==> src/rtl/mwg_pkg.sv <==
`default_nettype none

package mwg_pkg;

    localparam int WAVE_LEN  = 32;
    localparam int TICK_W    = 16;
    localparam int MODE_W    = 2;
    localparam int DAC_W     = 8;

    localparam logic [MODE_W-1:0] MODE_SINE = 2'd0;
    localparam logic [MODE_W-1:0] MODE_TRI  = 2'd1;
    localparam logic [MODE_W-1:0] MODE_RAMP = 2'd2;

    localparam int TRI_PERIOD  = 510;
    localparam int TRI_PEAK    = 255;
    localparam int RAMP_PERIOD = 255;

    localparam logic [TICK_W-1:0] TICKS_RESET = 16'd1000;

    typedef enum logic [0:0] {
        CFG_WAVE_MODE        = 1'b0,
        CFG_TICKS_PER_SAMPLE = 1'b1
    } t_cfg_reg;

    function automatic logic [DAC_W-1:0] sine_lut(input logic [4:0] idx);
        logic [DAC_W-1:0] v;
        unique case (idx)
            5'd0:  v = 8'd127;
            5'd1:  v = 8'd151;
            5'd2:  v = 8'd175;
            5'd3:  v = 8'd197;
            5'd4:  v = 8'd216;
            5'd5:  v = 8'd232;
            5'd6:  v = 8'd244;
            5'd7:  v = 8'd251;
            5'd8:  v = 8'd254;
            5'd9:  v = 8'd251;
            5'd10: v = 8'd244;
            5'd11: v = 8'd232;
            5'd12: v = 8'd216;
            5'd13: v = 8'd197;
            5'd14: v = 8'd175;
            5'd15: v = 8'd151;
            5'd16: v = 8'd127;
            5'd17: v = 8'd102;
            5'd18: v = 8'd78;
            5'd19: v = 8'd56;
            5'd20: v = 8'd37;
            5'd21: v = 8'd21;
            5'd22: v = 8'd9;
            5'd23: v = 8'd2;
            5'd24: v = 8'd0;
            5'd25: v = 8'd2;
            5'd26: v = 8'd9;
            5'd27: v = 8'd21;
            5'd28: v = 8'd37;
            5'd29: v = 8'd56;
            5'd30: v = 8'd78;
            5'd31: v = 8'd102;
            default: v = 8'd0;
        endcase
        return v;
    endfunction

endpackage

`default_nettype wire

==> src/rtl/multi_waveform_generator.sv <==
`default_nettype none

// Channel   Direction  Handshake                  Payload
// in        sink       i_in_valid / o_in_ready    i_restart
// out       source     o_out_valid / i_out_ready  o_dac_value
// cfg       sink       i_cfg_we                   i_cfg_index, i_cfg_data
//
// One tick is accepted per cycle while o_in_ready is high; any sample it makes
// is registered in the output register, or in the skid stage while the output
// stalls. Phase and prescaler sit in a one-entry state memory read every
// cycle; the last write is forwarded past the registered read. Reset clears
// the state through a valid bit, no sweep. Ticks keep being accepted while
// one sample waits; o_in_ready drops only when output and skid both hold one.

module multi_waveform_generator
    import mwg_pkg::*;
#(
    parameter int SINE_TABLE_DEPTH = 32
) (
    input  wire logic              i_clk,
    input  wire logic              i_rst_n,
    input  wire logic              i_in_valid,
    output logic                   o_in_ready,
    input  wire logic              i_restart,
    output logic                   o_out_valid,
    input  wire logic              i_out_ready,
    output logic [DAC_W-1:0]       o_dac_value,
    input  wire logic              i_cfg_we,
    input  wire logic [0:0]        i_cfg_index,
    input  wire logic [TICK_W-1:0] i_cfg_data
);

    localparam int MAX_PERIOD = (SINE_TABLE_DEPTH > TRI_PERIOD) ? SINE_TABLE_DEPTH : TRI_PERIOD;
    localparam int PH_W       = $clog2(MAX_PERIOD);
    localparam int PER_W      = PH_W + 1;
    localparam int ST_W       = PH_W + TICK_W;
    localparam int X_W        = PH_W + $clog2(WAVE_LEN);
    localparam int SIN_SHIFT  = X_W + $clog2(SINE_TABLE_DEPTH);
    localparam longint unsigned SIN_MUL =
        ((64'd1 << SIN_SHIFT) + SINE_TABLE_DEPTH - 1) / SINE_TABLE_DEPTH;
    localparam int M_W        = SIN_SHIFT + 1;
    localparam int P_W        = X_W + M_W;
    localparam int IDX_W      = $clog2(WAVE_LEN);

    localparam logic [PER_W-1:0] SINE_PER = PER_W'(SINE_TABLE_DEPTH);
    localparam logic [PER_W-1:0] TRI_PER  = PER_W'(TRI_PERIOD);
    localparam logic [PER_W-1:0] RAMP_PER = PER_W'(RAMP_PERIOD);
    localparam logic [PH_W-1:0]  TRI_TOP  = PH_W'(TRI_PEAK);
    localparam logic [PH_W-1:0]  TRI_SUM  = PH_W'(TRI_PERIOD);
    localparam logic [M_W-1:0]   MUL_K    = M_W'(SIN_MUL);

    // configuration
    logic [MODE_W-1:0] r_wave_mode;
    logic [TICK_W-1:0] r_tps;

    always_ff @(posedge i_clk) begin
        if (!i_rst_n) begin
            r_wave_mode <= MODE_SINE;
            r_tps       <= TICKS_RESET;
        end else if (i_cfg_we) begin
            unique case (t_cfg_reg'(i_cfg_index))
                CFG_WAVE_MODE:        r_wave_mode <= i_cfg_data[MODE_W-1:0];
                CFG_TICKS_PER_SAMPLE: r_tps       <= i_cfg_data;
                default:              r_tps       <= r_tps;
            endcase
        end
    end

    // state memory: {phase, tick}
    logic [ST_W-1:0] r_state_mem [1];
    logic [ST_W-1:0] r_rd_data;
    logic            r_rd_valid;
    logic            r_state_valid;
    logic            r_fwd_hit;
    logic [ST_W-1:0] r_fwd_data;
    logic [ST_W-1:0] w_cur;
    logic [ST_W-1:0] n_state;

    logic w_acc;
    logic w_emit;
    logic w_buf_full;

    assign o_in_ready = !w_buf_full;
    assign w_acc      = i_in_valid && o_in_ready;

    always_ff @(posedge i_clk) begin
        if (w_acc) begin
            r_state_mem[0] <= n_state;
        end
        r_rd_data  <= r_state_mem[0];
        r_fwd_data <= n_state;
    end

    always_ff @(posedge i_clk) begin
        if (!i_rst_n) begin
            r_state_valid <= 1'b0;
            r_rd_valid    <= 1'b0;
            r_fwd_hit     <= 1'b0;
        end else begin
            if (w_acc) begin
                r_state_valid <= 1'b1;
            end
            r_rd_valid <= r_state_valid;
            r_fwd_hit  <= w_acc;
        end
    end

    always_comb begin
        priority if (r_fwd_hit) begin
            w_cur = r_fwd_data;
        end else if (r_rd_valid) begin
            w_cur = r_rd_data;
        end else begin
            w_cur = '0;
        end
    end

    logic [PH_W-1:0]   w_cur_phase;
    logic [TICK_W-1:0] w_cur_tick;
    logic [TICK_W-1:0] w_tick_inc;
    logic [TICK_W-1:0] w_limit;
    logic [PER_W-1:0]  w_period;
    logic [PH_W-1:0]   w_ph;
    logic [PER_W-1:0]  w_ph_next;
    logic [PH_W-1:0]   w_phase_new;
    logic [X_W-1:0]    w_x;
    logic [P_W-1:0]    w_prod;
    logic [IDX_W-1:0]  w_sin_idx;
    logic [DAC_W-1:0]  w_sample;
    logic [PH_W-1:0]   w_tri_fall;

    assign w_cur_phase = w_cur[ST_W-1:TICK_W];
    assign w_cur_tick  = w_cur[TICK_W-1:0];
    assign w_tick_inc  = w_cur_tick + 16'd1;
    assign w_limit     = (r_tps == '0) ? 16'd1 : r_tps;

    always_comb begin
        unique case (r_wave_mode)
            MODE_TRI:  w_period = TRI_PER;
            MODE_RAMP: w_period = RAMP_PER;
            default:   w_period = SINE_PER;
        endcase
    end

    // fall back to phase zero when the phase is not below the mode's period
    assign w_ph        = ({1'b0, w_cur_phase} < w_period) ? w_cur_phase : '0;
    assign w_ph_next   = {1'b0, w_ph} + 1'b1;
    assign w_phase_new = (w_ph_next >= w_period) ? '0 : w_ph_next[PH_W-1:0];

    // table index = phase * 32 / depth, by reciprocal multiply
    assign w_x       = {w_ph, {IDX_W{1'b0}}};
    assign w_prod    = P_W'(w_x) * P_W'(MUL_K);
    assign w_sin_idx = w_prod[SIN_SHIFT +: IDX_W];
    assign w_tri_fall = TRI_SUM - w_ph;

    always_comb begin
        unique case (r_wave_mode)
            MODE_TRI:  w_sample = (w_ph < TRI_TOP) ? w_ph[DAC_W-1:0] : w_tri_fall[DAC_W-1:0];
            MODE_RAMP: w_sample = w_ph[DAC_W-1:0];
            default:   w_sample = sine_lut(w_sin_idx);
        endcase
    end

    always_comb begin
        w_emit  = 1'b0;
        n_state = w_cur;
        priority if (i_restart) begin
            n_state = '0;
        end else if (w_tick_inc != '0 && w_tick_inc < w_limit) begin
            n_state = {w_cur_phase, w_tick_inc};
        end else begin
            w_emit  = w_acc;
            n_state = {w_phase_new, {TICK_W{1'b0}}};
        end
    end

    mwg_out_buf u_out_buf (
        .i_clk   (i_clk),
        .i_rst_n (i_rst_n),
        .i_load  (w_emit),
        .i_data  (w_sample),
        .o_full  (w_buf_full),
        .o_valid (o_out_valid),
        .i_ready (i_out_ready),
        .o_data  (o_dac_value)
    );

    a_restart_clears: assert property (@(posedge i_clk) disable iff (!i_rst_n)
        (w_acc && i_restart) |=> (w_cur_phase == '0 && w_cur_tick == '0))
        else $error("restart did not clear phase and prescaler");

    a_restart_silent: assert property (@(posedge i_clk) disable iff (!i_rst_n)
        (w_acc && i_restart) |-> !w_emit)
        else $error("sample emitted on restart tick");

    a_fast_prescale: assert property (@(posedge i_clk) disable iff (!i_rst_n)
        (w_acc && !i_restart && r_tps <= 16'd1) |-> w_emit)
        else $error("missing sample with prescale of one");

    a_stall_has_output: assert property (@(posedge i_clk) disable iff (!i_rst_n)
        !o_in_ready |-> o_out_valid)
        else $error("input stalled with no pending output");

endmodule

`default_nettype wire

==> src/rtl/mwg_out_buf.sv <==
`default_nettype none

module mwg_out_buf
    import mwg_pkg::*;
(
    input  wire logic             i_clk,
    input  wire logic             i_rst_n,
    input  wire logic             i_load,
    input  wire logic [DAC_W-1:0] i_data,
    output logic                  o_full,
    output logic                  o_valid,
    input  wire logic             i_ready,
    output logic [DAC_W-1:0]      o_data
);

    logic             r_out_valid, n_out_valid;
    logic [DAC_W-1:0] r_out_data,  n_out_data;
    logic             r_skid_valid, n_skid_valid;
    logic [DAC_W-1:0] r_skid_data,  n_skid_data;
    logic             w_take;

    assign w_take = r_out_valid && i_ready;

    always_comb begin
        n_out_valid  = r_out_valid;
        n_out_data   = r_out_data;
        n_skid_valid = r_skid_valid;
        n_skid_data  = r_skid_data;
        if (w_take) begin
            if (r_skid_valid) begin
                n_out_data   = r_skid_data;
                n_skid_valid = 1'b0;
            end else if (i_load) begin
                n_out_data = i_data;
            end else begin
                n_out_valid = 1'b0;
            end
        end else if (i_load) begin
            if (!r_out_valid) begin
                n_out_valid = 1'b1;
                n_out_data  = i_data;
            end else begin
                // park the new transaction while the output stalls
                n_skid_valid = 1'b1;
                n_skid_data  = i_data;
            end
        end
    end

    always_ff @(posedge i_clk) begin
        if (!i_rst_n) begin
            r_out_valid  <= 1'b0;
            r_skid_valid <= 1'b0;
        end else begin
            r_out_valid  <= n_out_valid;
            r_skid_valid <= n_skid_valid;
        end
        r_out_data  <= n_out_data;
        r_skid_data <= n_skid_data;
    end

    assign o_full  = r_skid_valid;
    assign o_valid = r_out_valid;
    assign o_data  = r_out_data;

    a_skid_needs_out: assert property (@(posedge i_clk) disable iff (!i_rst_n)
        r_skid_valid |-> r_out_valid)
        else $error("skid entry held without an output entry");

    a_no_load_when_full: assert property (@(posedge i_clk) disable iff (!i_rst_n)
        r_skid_valid |-> !i_load)
        else $error("load while skid stage is occupied");

    a_skid_drains: assert property (@(posedge i_clk) disable iff (!i_rst_n)
        (r_skid_valid && i_ready) |=> (r_out_valid && !r_skid_valid))
        else $error("skid entry did not move to output");

endmodule

`default_nettype wire

==> config.mk <==
export PLATFORM = sky130hd
export DESIGN_NAME = multi_waveform_generator
export DESIGN_NICKNAME = d
export VERILOG_FILES = /design/src/rtl/mwg_pkg.sv /design/src/rtl/multi_waveform_generator.sv /design/src/rtl/mwg_out_buf.sv
export SDC_FILE = /design/constraint.sdc
export NUM_CORES = 1
export LEC_CHECK = 0
export BUFFER_PORTS_ARGS = -buffer_cell sky130_fd_sc_hd__buf_2
export CORE_ASPECT_RATIO = 0.6
export CORE_MARGIN = 2
export CORE_UTILIZATION = 65
export CTS_CLUSTER_SIZE = 40
export DETAILED_ROUTE_END_ITERATION = 10
export PLACE_DENSITY = 0.84
export SLEW_MARGIN = 0
export SYNTH_ARGS = -nofsm -noshare
export SYNTH_HDL_FRONTEND = slang
export SYNTH_HIERARCHICAL = 1
export SYNTH_SLANG_ARGS = --single-unit
==> constraint.sdc <==
create_clock -name i_clk -period 9.83 [get_ports i_clk]
set_input_delay 1.966 -clock i_clk [delete_from_list [all_inputs] [get_ports i_clk]]
set_output_delay 1.966 -clock i_clk [all_outputs]
set_load 0.01 [all_outputs]
==> reports/metrics.cfg, run 1 <==
[power_and_ir_drop]
p_leak_nw=2.838
max-vdd-ir-drop_mv=0.1453
cellPowerDensity_nw_per_um2=185.3

[cells_and_area]
multi_input_area_sq_um=3189
regArea_sq_um=2694
area_growth_pct=13.25
num_antenna_cells=0
finalNetCount=739
n_fill_cell=627
fin_cells=818
drive_above_1_share_pct=15.84

[synthesis]
synth_top_area_share_pct=23.49
synth_area_sq_um=6222
avgSynthCellArea_sq_um=9.647
yosysSeqAreaShare_pct=43.27
synth_ff_type=dfxtp_1
syn_inst=645
yosys_warnings=6
synth_area_leaders=dfxtp_1 23%, edfxtp_1 20%, ha_1 8.2%, nand2_1 4.6%, inv_1 2.8%
synth_edf_count=41
syn-num-nets=709
synth_cell_type_count=73
yosys_register_bits=114
yosysMostFrequentCell=nand2_1
ys_async_sr_fraction_pct=0
synth_commonest_cells=76 x nand2_1, 73 x dfxtp_1, 46 x inv_1
synth_top_area_cell=dfxtp_1

[clocking]
holdBufCountCts=0
clock_latency_ps=410
clockBufferDepth=2
cts.sinks=114
numCtsBuffers=17
cts_htree_levels=4
cts_tree=yes
cts_resized=0
clk_pin_slew_worst_paths_ps=60
cts_setup_buffers=0
cts_root_buffer=clkbuf_16

[sta]
tightest_slew_ps=979.1
tns_ps=0
rsz0062_at_grt=false
fin_crit_ps=6114
clock.fmax_mhz=163.5
fin_crit_sh_pct=62.20
final-setup-viol-count=0
slew_headroom_pct=34.69
drv_slew=0
hold_viol=0
finClkSkew_ps=9.590

[floorplanning]
die_h_um=79.79
rows=27
fp.dieW_um=130.3
io_pins=33
core_region_area_sq_um=9223
start_util_pct=67.47
die_area_sq_um=10400

[route]
vias=5293
drtIter0Drc=693
drtAntennaViolNets=0
wire_per_inst_um=20.24
drcViolationCount=0
vias_per_cell=6.471
routed_wl_um=16560
drt_pass1_iterations=6

[flow_run]
drv_cap=0

[run_status]
status=complete, no violations

[worst_setup_path]
critPathLaunchType=register
cp_data_required_time_ps=10070
crit_type=reg -> reg
crit_path_end_kind=register
path_max_fanout=68
cp.arrival_ps=6350

[hold_path]
hp-class=reg -> reg

[global_routing]
grt_usage_pct=34.17
grt_max_degree=69
antenna_found_initial=0
grt_first_pass_wirelength_um=26540
grt_pass1_vias=4960
grt_overflow=0

[placement]
finalWeightedCongestion=0.9852
io_buffers=32
dpl.hpwl_um=11690
place_inst=786

-- per-stage QoR --
stage               hold slack, ps  worst slack, ps  total power, mW  util, %  area (sq um)
floorplan                    323.3             4198           0.6358        -          6222
global placement             323.7             4237           0.6710    69.81          6439
detailed placement           328.1             3993           0.6767    69.81          6439
CTS                          341.3             3829            1.303    76.41          7047
global route                 346.2             3274            1.343    76.41          7047
finish                       336.3             3716            1.306    76.41          7047
-- cells by family after synthesis --
kind of cell / Yosys count / share of synthesized area, %
XOR/XNOR: 22 / 3.097
AND/OR/NAND/NOR: 208 / 17.35
AO/OA/AOI/OAI: 171 / 20.07
buffers and inverters: 76 / 5.510
adder cells (fa/ha/maj): 41 / 8.244
flip-flops: 114 / 43.27
multiplexers: 13 / 2.453
-- where the power goes --
group | leakage [nW] | switching [mW] | internal, mW
logic | 1.54 | 0.0967 | 0.0529
clock network | 0.298 | 0.230 | 0.401
registers | 1.00 | 0.0131 | 0.513
-- worst max-delay path: stages (launching register included) --
cell	delay [ps]
dfxtp_2	320
buf_4	470
nor2b_1	140
a22oi_1	490
inv_1	190
ha_1	310
o21ai_0	140
a41oi_1	60
a211oi_1	390
o41ai_4	180
nor2_1	390
ha_1	330
inv_1	70
a221oi_2	320
and3_1	280
xnor2_1	190
nor2_1	110
ha_1	310
a21o_1	170
a211o_1	320
nor2_1	100
o221ai_1	150
o31a_1	290
a31oi_1	190
-- flip-flops by register name (all words and copies together), names as in the netlist --
register and cells:
r_fwd_data 25, r_rd_data 25, r_state_mem 25, r_tps 16
u_out_buf/o_data 8, u_out_buf/r_skid_data 8, r_wave_mode 2, r_fwd_hit 1
r_rd_valid 1, r_state_valid 1, u_out_buf/o_full 1, u_out_buf/o_valid 1
-- final timing paths --
check	cells past startpoint	slack [ps]	from	end
setup / recovery	23	3720	r_fwd_hit	r_state_mem[0][21]
hold / removal	0	340	r_state_mem[0][9]	r_rd_data[9]
setup reg to reg	23	3720	r_fwd_hit	r_state_mem[0][21]
hold reg to reg	0	340	r_state_mem[0][9]	r_rd_data[9]
-- final cells by class --
class	instances	area share, %
multi-input cells	455	45.26
clock buffers	17	6.037
inverters	48	2.557
clock inverters	15	2.592
repair buffers	39	3.018
flip-flops and latches	114	38.23
well taps	130	2.308
-- per-layer routing --
layer,global-route usage (%),routed length [um],vias to the layer above
li1,-,-,2417
met1,50.75,7407,2510
met3,11.13,2202,31
met4,10.22,233,0
met2,46.91,6712,335
met5,0,0,-
-- layout by cell type, fill, tap and decap left out, types with 6 or more instances in the layout --
cell       netlist  routed
a21boi_0        13      13
buf_4            3       7
o211ai_1        11      11
a22o_1           8       8
a31oi_1          9       9
o22ai_1         12      12
and2_1           8       8
xnor2_1         14      14
edfxtp_1        41      41
xor2_1           8       8
a22oi_1         11      11
nor2_1          40      40
inv_1           46      46
o21ai_0         29      29
nand4b_1         8       8
a21oi_1         33      33
buf_2            7      32
and3_1           8       8
mux2_2           8       8
nand4_1          6       6
nand3_1         18      18
clkbuf_16        0      17
ha_1            41      41
dfxtp_1         73      72
nor2b_1          9       8
nand2_1         76      76
Note: power is estimated with default switching activity, not from simulation.
==> run 2: changes to the inputs <==
--- a/config.mk
+++ b/config.mk
@@ -8,10 +8,10 @@
 export BUFFER_PORTS_ARGS = -buffer_cell sky130_fd_sc_hd__buf_2
 export CORE_ASPECT_RATIO = 0.6
 export CORE_MARGIN = 2
-export CORE_UTILIZATION = 65
+export CORE_UTILIZATION = 56
 export CTS_CLUSTER_SIZE = 40
 export DETAILED_ROUTE_END_ITERATION = 10
-export PLACE_DENSITY = 0.84
+export PLACE_DENSITY = 0.77
 export SLEW_MARGIN = 0
 export SYNTH_ARGS = -nofsm -noshare
 export SYNTH_HDL_FRONTEND = slang
==> constraint.sdc (replaced) <==
create_clock -name i_clk -period 5.6 [get_ports i_clk]
set_input_delay 1.12 -clock i_clk [delete_from_list [all_inputs] [get_ports i_clk]]
set_output_delay 1.12 -clock i_clk [all_outputs]
set_load 0.01 [all_outputs]
==> run 2 against run 1 <==
Against the previous run: cell count rose by 2.1%; power rose by 76%; largest cell class unchanged; via count fell by 1.2%; die area rose by 15%; routed wire length fell by 1.5%.
==> reports/metrics.cfg, run 2 (synthesis results as in run 1) <==
[run_status]
status=complete, no violations

[sta]
clock.fmax_mhz=189.0
tns_ps=0
finClkSkew_ps=13.86
fin_crit_sh_pct=94.49
fin_crit_ps=5292
tightest_slew_ps=951.6
slew_headroom_pct=36.52
final-setup-viol-count=0
hold_viol=0
rsz0062_at_grt=false
drv_slew=0

[clocking]
cts_setup_buffers=0
cts_tree=yes
cts_root_buffer=clkbuf_16
numCtsBuffers=17
clock_latency_ps=420
clockBufferDepth=2
clk_pin_slew_worst_paths_ps=60
cts.sinks=114
cts_htree_levels=4

[route]
routed_wl_um=16310
wl_met3_um=1960
route.met2.wl_um=6240
dr.max_layer_used=met4
drtIter0Drc=776
wire_per_inst_um=19.54
drcViolationCount=0
drt_pass1_iterations=6
wl_met1_um=7879
vias=5232
drtAntennaViolNets=0
vias_per_cell=6.266

[worst_setup_path]
critPathLaunchType=register
cp.arrival_ps=5540
cp_data_required_time_ps=5850
rrSetupSlack_ps=310
crit_type=reg -> reg
crit_path_end_kind=register
path_max_fanout=25

[cells_and_area]
drive_above_1_share_pct=17.24
area_growth_pct=14.94
fin_cells=835
num_antenna_cells=0
regArea_sq_um=2698
reg_top3=r_fwd_data: 25 flops, r_rd_data: 25 flops, r_state_mem: 25 flops
n_fill_cell=796
mostFrequentLayoutCells=76 x nand2_1, 71 x dfxtp_1, 46 x inv_1
finalNetCount=747
multi_input_area_sq_um=3212
final_common_cell=nand2_1

[global_routing]
grt_pass1_vias=4961
grt_overflow=0
antenna_found_initial=0
grt_first_pass_wirelength_um=26520
grt_usage_pct=28.70
grt_max_degree=28

[power_and_ir_drop]
cellPowerDensity_nw_per_um2=320.7
max-vdd-ir-drop_mv=0.2178
p_leak_nw=2.895
total_power_mw=2.294

[placement]
dpl.hpwl_um=11730
place_inst=803
io_buffers=32
finalWeightedCongestion=0.9939

[floorplanning]
die_h_um=85.65
rows=29
start_util_pct=58.13
core_region_area_sq_um=10700
fp.dieW_um=140.1
io_pins=33
die_area_sq_um=12000

[flow_run]
drv_cap=0

[hold_path]
hp-class=reg -> reg

## run 2: worst max-delay path, cell delays in order, from the launching register on
cell	delay, ps
dfxtp_4	410
buf_4	240
a22o_1	360
ha_1	260
a21oi_1	120
a21oi_1	90
a311oi_2	350
o41ai_4	170
buf_4	200
nor2_1	220
ha_2	290
inv_1	90
a221oi_4	250
and3_1	270
xnor2_1	180
nor2_1	90
ha_1	300
a21o_1	170
a211o_1	330
nor2_1	120
o221ai_1	170
o31a_1	280
a31oi_1	170
## run 2: cell type report
class / instances / share of cell area (%)
Clock inverter: 11 / 1.557
Tap cell: 139 / 2.432
Sequential cell: 114 / 37.72
Timing Repair Buffer: 47 / 3.814
Multi-Input combinational cell: 455 / 44.91
Clock buffer: 21 / 7.050
Inverter: 48 / 2.519
## run 2: through the flow
stage / cell area (sq um) / hold slack (ps) / utilization (%) / worst slack (ps)
3_3_place_gp: 6510 / 324.5 / 60.82 / 574.2
6_report: 7152 / 336.6 / 66.81 / 308.3
5_1_grt: 7152 / 339.1 / 66.81 / 12.78
4_1_cts: 7126 / 337.6 / 66.57 / 139.3
2_1_floorplan: 6223 / 323.3 / - / 73.32
3_5_place_dp: 6510 / 326.9 / 60.82 / 217.2
## run 2: final timing paths
kind / depth (start not counted) / from / endpoint
worst min-delay path: 0 / r_state_mem[0][17] / r_rd_data[17]
worst min register to register: 0 / r_state_mem[0][17] / r_rd_data[17]
worst max register to register: 22 / r_fwd_hit / r_state_mem[0][21]
worst max-delay path: 22 / r_fwd_hit / r_state_mem[0][21]
## run 2: report_power, final
group	leakage [nW]	internal, mW	switching [mW]
Clock	0.301	0.697	0.405
Combinational	1.59	0.0975	0.169
Sequential	1.00	0.900	0.0259
Total	2.90	1.69	0.599
## run 2: repair_timing
action                                  CTS  global route
hold buffers                              0             0
resized for setup                         0             6
endpoints found under the setup margin    0            41
## run 2: metal layers
layer | global-route usage [%] | up-vias
met5 | 0 | -
met4 | 8.999 | 0
met3 | 8.319 | 33
met2 | 38.07 | 318
met1 | 44.38 | 2450
li1 | - | 2431
